[src/rtl/core/gmpd_pkg.sv]
// Shared types and constants for the gated multi-press gesture detector.
package gmpd_pkg;

  localparam int unsigned TimeBitsDefault = 32;

  localparam int unsigned CountBits  = 4;
  localparam int unsigned MsCfgBits  = 16;
  localparam int unsigned CfgIdxBits = 2;
  localparam int unsigned CfgDataBits = 16;

  localparam logic [MsCfgBits-1:0] ResetPressWindowMs = 16'd2000;
  localparam logic [CountBits-1:0] ResetPressTarget   = 4'd3;
  localparam logic [MsCfgBits-1:0] ResetRequestHoldMs = 16'd600;

  typedef enum logic [CfgIdxBits-1:0] {
    CfgPressWindow = 2'd0,
    CfgPressTarget = 2'd1,
    CfgRequestHold = 2'd2
  } cfg_idx_e;

  typedef struct packed {
    logic [MsCfgBits-1:0] press_window_ms;
    logic [CountBits-1:0] press_target;
    logic [MsCfgBits-1:0] request_hold_ms;
  } cfg_t;

  typedef struct packed {
    logic                 calibration_request;
    logic                 raw_or_held_request;
    logic                 toggle_seen;
    logic                 gate_blocked;
    logic [CountBits-1:0] presses_so_far;
  } result_t;

endpackage

[src/rtl/core/gmpd_cfg_regs.sv]
// Configuration register file for the gesture detector.
module gmpd_cfg_regs (
  input  logic                                 clk_i,
  input  logic                                 rst_ni,
  input  logic                                 cfg_valid_i,
  input  logic [gmpd_pkg::CfgIdxBits-1:0]      cfg_index_i,
  input  logic [gmpd_pkg::CfgDataBits-1:0]     cfg_data_i,
  output gmpd_pkg::cfg_t                       cfg_o
);

  gmpd_pkg::cfg_t cfg_q;
  gmpd_pkg::cfg_t cfg_d;

  always_comb begin
    cfg_d = cfg_q;
    if (cfg_valid_i) begin
      unique case (gmpd_pkg::cfg_idx_e'(cfg_index_i))
        gmpd_pkg::CfgPressWindow:
          cfg_d.press_window_ms = cfg_data_i[gmpd_pkg::MsCfgBits-1:0];
        gmpd_pkg::CfgPressTarget:
          cfg_d.press_target = cfg_data_i[gmpd_pkg::CountBits-1:0];
        gmpd_pkg::CfgRequestHold:
          cfg_d.request_hold_ms = cfg_data_i[gmpd_pkg::MsCfgBits-1:0];
        default: cfg_d = cfg_q;
      endcase
    end
  end

  always_ff @(posedge clk_i or negedge rst_ni) begin
    if (!rst_ni) begin
      cfg_q.press_window_ms <= gmpd_pkg::ResetPressWindowMs;
      cfg_q.press_target    <= gmpd_pkg::ResetPressTarget;
      cfg_q.request_hold_ms <= gmpd_pkg::ResetRequestHoldMs;
    end else begin
      cfg_q <= cfg_d;
    end
  end

  assign cfg_o = cfg_q;

endmodule

[src/rtl/core/gmpd_core.sv]
// Gesture state registers and the single-pass per-tick update logic.
module gmpd_core #(
  parameter int unsigned TimeBits = gmpd_pkg::TimeBitsDefault
) (
  input  logic                clk_i,
  input  logic                rst_ni,
  input  logic                step_i,
  input  logic [TimeBits-1:0] time_ms_i,
  input  logic                button_toggled_i,
  input  logic                gate_open_i,
  input  gmpd_pkg::cfg_t      cfg_i,
  output gmpd_pkg::result_t   result_o
);

  localparam int unsigned CB = gmpd_pkg::CountBits;

  logic [CB-1:0]       press_count_q, press_count_d;
  logic [TimeBits-1:0] window_start_q, window_start_d;
  logic [TimeBits-1:0] last_req_q, last_req_d;
  logic                baseline_q, baseline_d;
  logic                req_valid_q, req_valid_d;

  logic [TimeBits-1:0] window_elapsed;
  logic [TimeBits-1:0] hold_elapsed;
  logic [CB-1:0]       count_base;
  logic [CB-1:0]       count_inc;
  logic                window_expired;
  logic                raw;
  logic                seen;
  logic                hold;

  assign window_elapsed = time_ms_i - window_start_q;
  assign window_expired = window_elapsed > TimeBits'(cfg_i.press_window_ms);

  // A count that was zero or whose window ran out starts over from this press.
  assign count_base = (press_count_q == '0 || window_expired) ? '0 : press_count_q;
  assign count_inc  = count_base + CB'(1);

  always_comb begin
    press_count_d  = press_count_q;
    window_start_d = window_start_q;
    last_req_d     = last_req_q;
    baseline_d     = baseline_q;
    req_valid_d    = req_valid_q;
    raw            = 1'b0;
    seen           = 1'b0;
    priority if (!gate_open_i) begin
      press_count_d  = '0;
      window_start_d = time_ms_i;
      last_req_d     = '0;
      req_valid_d    = 1'b0;
      baseline_d     = 1'b0;
    end else if (!baseline_q) begin
      baseline_d     = 1'b1;
      press_count_d  = '0;
      window_start_d = time_ms_i;
    end else if (button_toggled_i) begin
      seen          = 1'b1;
      press_count_d = count_inc;
      if (count_base == '0) begin
        window_start_d = time_ms_i;
      end
      if (count_inc >= cfg_i.press_target) begin
        press_count_d  = '0;
        window_start_d = time_ms_i;
        last_req_d     = time_ms_i;
        req_valid_d    = 1'b1;
        raw            = 1'b1;
      end
    end
  end

  assign hold_elapsed = time_ms_i - last_req_d;
  assign hold = req_valid_d && (hold_elapsed <= TimeBits'(cfg_i.request_hold_ms));

  always_comb begin
    result_o.calibration_request = hold && gate_open_i;
    result_o.raw_or_held_request = raw || hold;
    result_o.toggle_seen         = seen;
    result_o.gate_blocked        = !gate_open_i;
    result_o.presses_so_far      = press_count_d;
  end

  always_ff @(posedge clk_i or negedge rst_ni) begin
    if (!rst_ni) begin
      press_count_q  <= '0;
      window_start_q <= '0;
      last_req_q     <= '0;
      baseline_q     <= 1'b0;
      req_valid_q    <= 1'b0;
    end else if (step_i) begin
      press_count_q  <= press_count_d;
      window_start_q <= window_start_d;
      last_req_q     <= last_req_d;
      baseline_q     <= baseline_d;
      req_valid_q    <= req_valid_d;
    end
  end

endmodule

[src/rtl/core/gated_multi_press_gesture_detector_unit.sv]
// Top level of the gated multi-press gesture detector.
//
// Usage: each input word is one control tick (timestamp, button toggle flag,
// gate flag). The input channel is accepted when in_valid_i is high and
// in_stall_o is low; the output channel hands over one result word per input
// word when out_valid_o is high and out_stall_i is low.
// The tick is captured in an input register, evaluated against the gesture
// state in one pass, and its result is captured in an output register, where
// the result word becomes valid. Throughput is one word per cycle while the
// receiver does not stall, limited only by the single update of the gesture
// state. When the receiver stalls, the output register holds its word; the
// input register still drains into it when it frees, and in_stall_o rises
// only once both registers are full.
// Configuration writes use cfg_valid_i/cfg_ready_o (always ready), index 0 is
// the press window, 1 the press target, 2 the hold time; other indexes are
// ignored. Reset clears the gesture state, loads the register defaults and
// empties both registers.
module gated_multi_press_gesture_detector_unit #(
  parameter int unsigned TimeBits = gmpd_pkg::TimeBitsDefault
) (
  input  logic                                 clk_i,
  input  logic                                 rst_ni,
  input  logic                                 in_valid_i,
  output logic                                 in_stall_o,
  input  logic [TimeBits-1:0]                  time_ms_i,
  input  logic                                 button_toggled_i,
  input  logic                                 gate_open_i,
  output logic                                 out_valid_o,
  input  logic                                 out_stall_i,
  output logic                                 calibration_request_o,
  output logic                                 raw_or_held_request_o,
  output logic                                 toggle_seen_o,
  output logic                                 gate_blocked_o,
  output logic [gmpd_pkg::CountBits-1:0]       presses_so_far_o,
  input  logic                                 cfg_valid_i,
  output logic                                 cfg_ready_o,
  input  logic [gmpd_pkg::CfgIdxBits-1:0]      cfg_index_i,
  input  logic [gmpd_pkg::CfgDataBits-1:0]     cfg_data_i
);

  gmpd_pkg::cfg_t    cfg;
  gmpd_pkg::result_t result;

  logic                in_valid_q;
  logic [TimeBits-1:0] time_q;
  logic                toggled_q;
  logic                gate_q;
  logic                out_valid_q;
  gmpd_pkg::result_t   out_q;
  logic                step;
  logic                in_load;

  assign cfg_ready_o = 1'b1;

  gmpd_cfg_regs u_cfg (
    .clk_i       (clk_i),
    .rst_ni      (rst_ni),
    .cfg_valid_i (cfg_valid_i),
    .cfg_index_i (cfg_index_i),
    .cfg_data_i  (cfg_data_i),
    .cfg_o       (cfg)
  );

  // The held tick moves on whenever the output register is empty or being taken.
  assign step       = in_valid_q && (!out_valid_q || !out_stall_i);
  assign in_stall_o = in_valid_q && !step;
  assign in_load    = in_valid_i && !in_stall_o;

  always_ff @(posedge clk_i or negedge rst_ni) begin
    if (!rst_ni) begin
      in_valid_q <= 1'b0;
    end else if (in_load || step) begin
      in_valid_q <= in_load;
    end
  end

  always_ff @(posedge clk_i) begin
    if (in_load) begin
      time_q    <= time_ms_i;
      toggled_q <= button_toggled_i;
      gate_q    <= gate_open_i;
    end
  end

  gmpd_core #(
    .TimeBits (TimeBits)
  ) u_core (
    .clk_i            (clk_i),
    .rst_ni           (rst_ni),
    .step_i           (step),
    .time_ms_i        (time_q),
    .button_toggled_i (toggled_q),
    .gate_open_i      (gate_q),
    .cfg_i            (cfg),
    .result_o         (result)
  );

  always_ff @(posedge clk_i or negedge rst_ni) begin
    if (!rst_ni) begin
      out_valid_q <= 1'b0;
    end else if (step) begin
      out_valid_q <= 1'b1;
    end else if (!out_stall_i) begin
      out_valid_q <= 1'b0;
    end
  end

  always_ff @(posedge clk_i) begin
    if (step) begin
      out_q <= result;
    end
  end

  assign out_valid_o           = out_valid_q;
  assign calibration_request_o = out_q.calibration_request;
  assign raw_or_held_request_o = out_q.raw_or_held_request;
  assign toggle_seen_o         = out_q.toggle_seen;
  assign gate_blocked_o        = out_q.gate_blocked;
  assign presses_so_far_o      = out_q.presses_so_far;

endmodule

[config.mk]
export PLATFORM = sky130hd
export DESIGN_NAME = gated_multi_press_gesture_detector_unit
export DESIGN_NICKNAME = d
export VERILOG_FILES = /design/src/rtl/core/gmpd_pkg.sv /design/src/rtl/core/gmpd_cfg_regs.sv /design/src/rtl/core/gmpd_core.sv /design/src/rtl/core/gated_multi_press_gesture_detector_unit.sv
export SDC_FILE = /design/constraint.sdc
export NUM_CORES = 1
export LEC_CHECK = 0
export BUFFER_PORTS_ARGS = -buffer_cell sky130_fd_sc_hd__buf_2
export CAP_MARGIN = 20
export CORE_MARGIN = 3
export CORE_UTILIZATION = 60
export CTS_CLUSTER_SIZE = 10
export DETAILED_ROUTE_END_ITERATION = 6
export GPL_ROUTABILITY_DRIVEN = 0
export PLACE_DENSITY_LB_ADDON = 0.08
export SLEW_MARGIN = 25
export SYNTH_ARGS = -nofsm -noshare
export SYNTH_HDL_FRONTEND = slang
export SYNTH_SLANG_ARGS = --single-unit
[constraint.sdc]
create_clock -name clk_i -period 13.69 [get_ports clk_i]
set_input_delay 1.369 -clock clk_i [delete_from_list [all_inputs] [get_ports clk_i]]
set_output_delay 1.369 -clock clk_i [all_outputs]
set_load 0.01 [all_outputs]
After elaboration in Yosys (flattened, before gate mapping)

Index checks and enable logic that the tools add are counted.
W data, S select, Z words.

Flip-flop bits (word level): 150
Input port bits: 57
Output and inout port bits: 11
Logic and storage cells: 77

$add $sub $neg: 3
Magnitude comparators: 3
Eq/ne operators: 5
Multiplexer cells: 26
Reductions and logical operators: 22

Operator list:

| operator              | count |
|---|---|
| $mux W32              | 9 |
| $sub A32 B32 Y32      | 2 |
| $gt A32 B16 Y1        | 1 |
| $le A32 B16 Y1        | 1 |
| $mux W4               | 5 |
| $mux W1               | 12 |
| $logic_not A4 Y1      | 2 |
| $reduce_and A2 Y1     | 4 |
| $logic_and A1 B1 Y1   | 5 |
| $logic_not A1 Y1      | 5 |
| $add A4 B1 Y4 const B | 1 |
| $ge A4 B4 Y1          | 1 |
| $logic_or A1 B1 Y1    | 4 |
| $ne A4 B4 Y1 const B  | 1 |
| $ne A3 B3 Y1 const B  | 1 |
| $reduce_and A3 Y1     | 1 |
| $eq A2 B1 Y1 const B  | 1 |
| $eq A2 B2 Y1 const B  | 1 |
| $logic_not A2 Y1      | 1 |
| $ne A2 B1 Y1 const B  | 1 |

Longest topological paths before layout

Word-level depth: 14
Gate-level depth with buffers: 54
Depth with buffers taken out: 52

Modules after synthesis

Synthesis repeated with hierarchy kept, for this count alone.

Cells, all modules: 1,178
Area total of the unflattened synthesis: 11,155.7 sq um

By module, submodules not included:

| module                                  | times used | cells each | area an instance (sq um) | sequential area each (sq um) |
|---|---|---|---|---|
| gmpd_core                               | 1          | 1,049      | 8,413.1                  | 1,751.7 |
| gmpd_cfg_regs                           | 1          | 77         | 1,377.6                  | 915.9 |
| gated_multi_press_gesture_detector_unit | 1          | 52         | 1,365.1                  | 1,311.3 |

Worst setup path after synthesis

No wires, ideal clock.

Kind: reg-to-reg
Start point: register time_q[1]
End point: register out_q, in the netlist raw_or_held_request_o (data pin)
Setup time: 130 ps
Arrival: 9,716 ps
Required time: 13,560 ps
Setup slack: 3,844 ps
Cell stages (with the launch flop): 50
Clock period less this slack: 9,846 ps
Cell sequence: edfxtp_1 ha_1 nor2b_1 o31a_1 o21ai_1 a21oi_1 nor2b_1 o21ai_0 xor2_1 ha_1 a21o_1 a221o_1 a221oi_1 o21ai_0 a211oi_1 o211ai_1 or4_4 nor4_4 [... 14 more ...] o31ai_1 nand2b_1 a21o_1 a21o_1 a21oi_1 xnor2_1 ha_1 and4_1 nand3_1 a21oi_1 nor2_1 nand4_1 o21ai_0 o2111ai_1 a2111oi_0 nand4b_1 nor4_1 or2_1

RTL lines:

| element                  | RTL line                                       | RTL |
|---|---|---|
| start: declaration       | gated_multi_press_gesture_detector_unit.sv:45  | `logic [TimeBits-1:0] time_q;` |
| start signal: assignment | gated_multi_press_gesture_detector_unit.sv:79  | `time_q <= time_ms_i;` |
| end signal: assignment   | gated_multi_press_gesture_detector_unit.sv:110 | `out_q <= result;` |
| end: declaration         | gated_multi_press_gesture_detector_unit.sv:49  | `gmpd_pkg::result_t out_q;` |

==> summary.txt <==
Clock network
  • H-tree levels: 4
  • CTS tree: done
  • Clock buffer depth: 2
  • TritonCTS Buffers: 17
  • Reg clk slew, reported paths: 0.07 ns
  • Root buffer cell: clkbuf_16
  • Post-CTS Setup Inserts: 0
  • Cts hold-fix bufs: 0
  • Post-CTS sizing: 0
  • Clock sinks: 150
  • Clock network latency to the later pin of the worst-skew pair: 0.43 ns

Logic synthesis
  • Synth Area per Inst: 8.87 sq um
  • Synth unique cells: 81
  • Ys Warns: 0
  • Synth Flop Type: dfrtp_1
  • Top cell type's share of synthesized area: 21.9%
  • Post-synthesis register bit count: 150
  • EDFF count, synth: 42
  • Syn nets: 1,397
  • Synth cell count leaders: nand2_1, ha_1, dfrtp_1
  • Top-count cell post-synth: nand2_1
  • Async S/R FF share, synth: 72.0%
  • Area of the mapped netlist: 0.0110 sq mm
  • Sequential-to-total area share from yosys stat: 36.3%
  • Cells taking the most area after synthesis: dfrtp_1, ha_1, edfxtp_1
  • Syn Inst Count: 1,237
  • Largest area contributor in the netlist: dfrtp_1

Detailed routing
  • DRC viols: 0
  • Routed wire length: 27.9 mm
  • WL per Instance: 18.4 um
  • DR vias/cell: 6.06
  • Initial drt markers: 779
  • Via count: 9,195
  • Final ANT Viol Nets: 0
  • Drt first pass iters: 6

Setup path
  • Most Frequent Cell on Critical Path: ha_1
  • Worst reg2reg startpoint: time_q[1]
  • Req. time, crit path: 13.99 ns
  • Endpoint class of the critical path: register
  • FF-to-FF setup slack: 2.23 ns
  • Crit path arrival time: 11.76 ns
  • Worst path max stage delay: 0.57 ns
  • Worst setup startpoint: time_q[1]
  • Crit Path Max Fanout: 33
  • Crit-path slowest cell: a2111oi_0
  • Kind of critical path: reg2reg
  • CP Launch Type: register

Global routing
  • First-pass GRT wire length: 45.7 mm
  • Antenna violations before repair: 0
  • Total grt overflow: 0
  • Largest net degree at the start of global routing: 68
  • Total GRT Usage: 28.8%
  • Vias in the first global route: 8,898

Layout
  • Nets: 1,440
  • Area growth, synth to finish: 9.67%
  • Fraction of layout instances using a drive strength above 1: 15.0%
  • Ant diodes: 0

Power and ir drop
  • Pwr dens: 137 mW/mm^2
  • Sw Share: 37.1%
  • Clock share of power: 28.6%
  • Sequential share of power: 34.2%
  • Psw: 0.610 mW
  • Cell Int Power: 1.04 mW
  • Lkg Pwr: 5.47 nW
  • Worst VDD drop: 89.4 uV
  • Power share of the combinational group: 37.1%

Placed design
  • IO Port Bufs: 66
  • HPWL Detailed: 21.0 mm
  • Place WS: 2.45 ns

Min path
  • Hold Startpoint: u_core.last_req_q[12]
  • Hold Crit Class: reg2reg

STA
  • Period utilisation layout: 83.7%
  • Final Hold Viols: 0
  • Worst-margin pin slew: 0.954 ns
  • FMAX: 87.3 MHz
  • Slew HR: 36.4%
  • Post-route minimum period: 11.46 ns
  • Unrepaired setup endpoints after global routing: false
  • Fin worst setup slack: 2.23 ns
  • TNS Setup: 0 ns
  • Final Slew Violations: 0
  • Final Setup Violations: 0
  • Fin Clk Skew: 0.0121 ns

Die
  • Die height: 141 um
  • Starting Density: 62.4%
  • Boundary Pins: 68
  • Area of the die: 0.0199 sq mm
  • Die Wd: 141 um
  • Core ar.: 0.0176 sq mm
  • Site row count: 48

Run
  • Max cap viols: 0

Outcome
  • Run status: completed
cell type report:
type                       count  area [sq um]
multi-input combinational    951          6470
fill                        1424          5560
sequential                   150          3980
clock buffer                  18           450
timing repair buffer          73           385
inverter                      87           327
tap                          225           282
clock inverter                14           143
registers in the layout (all words and copies together), names as in the netlist, 4 cells and up:
signal	cells
u_core.window_start_q	32
presses_so_far_o	4
u_cfg.cfg_o	36
u_core.press_count_q	4
time_q	32
u_core.last_req_q	32
layer usage:
layer | vias to the layer above | GRT usage [%] | wire length [um]
li1 | 4445 | - | -
met1 | 4356 | 41.2 | 12600
met2 | 342 | 45.3 | 12800
met3 | 52 | 4.51 | 1800
met4 | 0 | 8.77 | 720
met5 | - | 0 | 0
power by group through the flow:
stage	logic (mW)	clock network [mW]	registers (mW)
finish	0.612	0.472	0.564
global route	0.686	0.501	0.570
CTS	0.605	0.478	0.563
detailed placement	0.598	0	0.570
global placement	0.590	0	0.568
floorplan	0.465	0	0.556
per-stage QoR:
| step | util (%) | instances | power, mW | hold WS, ns | cell area [sq um] |
|---|---|---|---|---|---|
| 2_1_floorplan | - | 1237 | 1.02 | 0.448 | 11000 |
| 3_3_place_gp | 65.0 | 1486 | 1.16 | 0.461 | 11400 |
| 3_5_place_dp | 65.0 | 1486 | 1.17 | 0.471 | 11400 |
| 4_1_cts | 68.4 | 1518 | 1.65 | 0.488 | 12000 |
| 5_1_grt | 68.4 | 1518 | 1.76 | 0.509 | 12000 |
| 6_report | 68.4 | 1518 | 1.65 | 0.482 | 12000 |
cells in the final DEF, fill, tap and decap left out, types with 13 or more instances in the layout:
cell type,Yosys,final
a21o_1,25,25
a21oi_1,75,75
and3_1,13,13
buf_2,3,65
clkbuf_16,0,18
dfrtp_1,96,96
edfxtp_1,42,42
ha_1,101,101
inv_1,87,87
mux2_2,27,27
mux2_4,29,29
nand2_1,235,234
nand2b_1,14,14
nand3_1,27,27
nand4_1,18,18
nor2_1,53,53
nor2b_1,14,14
nor3_1,15,15
o21a_1,16,16
o21ai_0,91,91
xnor2_1,28,28
xor2_1,18,18
kinds of logic (layout without fill, tap and decap cells):
| group | after synthesis | after routing | share of synthesized area (%) |
|---|---|---|---|
| flops | 150 | 150 | 36.3 |
| xor+xnor | 46 | 46 | 3.67 |
| mux | 59 | 59 | 7.01 |
| buf+inv | 136 | 192 | 4.94 |
| compound gates | 297 | 297 | 17.1 |
| other cells | 1 | 1 | 0.0342 |
| fa+ha+maj | 103 | 103 | 11.9 |
| simple gates | 445 | 445 | 19.1 |
final timing paths:
path	to	cells after the start
min reg2reg	u_core.last_req_q[12]	2
min	u_core.last_req_q[12]	2
max in group asynchronous	u_core.last_req_q[17]	2
min in group asynchronous	u_cfg.cfg_o[35]	1
max	raw_or_held_request_o	49
max reg2reg	raw_or_held_request_o	49
critical path: cells and delay by family (launching register included):
family | cells | cell delay [ns]
buffers and inverters | 2 | 0.48
adder cells (fa/ha/maj) | 6 | 1.73
AO/OA/AOI/OAI | 21 | 4.98
AND/OR/NAND/NOR | 17 | 3.26
XOR/XNOR | 3 | 0.42
flip-flops | 1 | 0.45
Power figures use the tool's default switching activity.
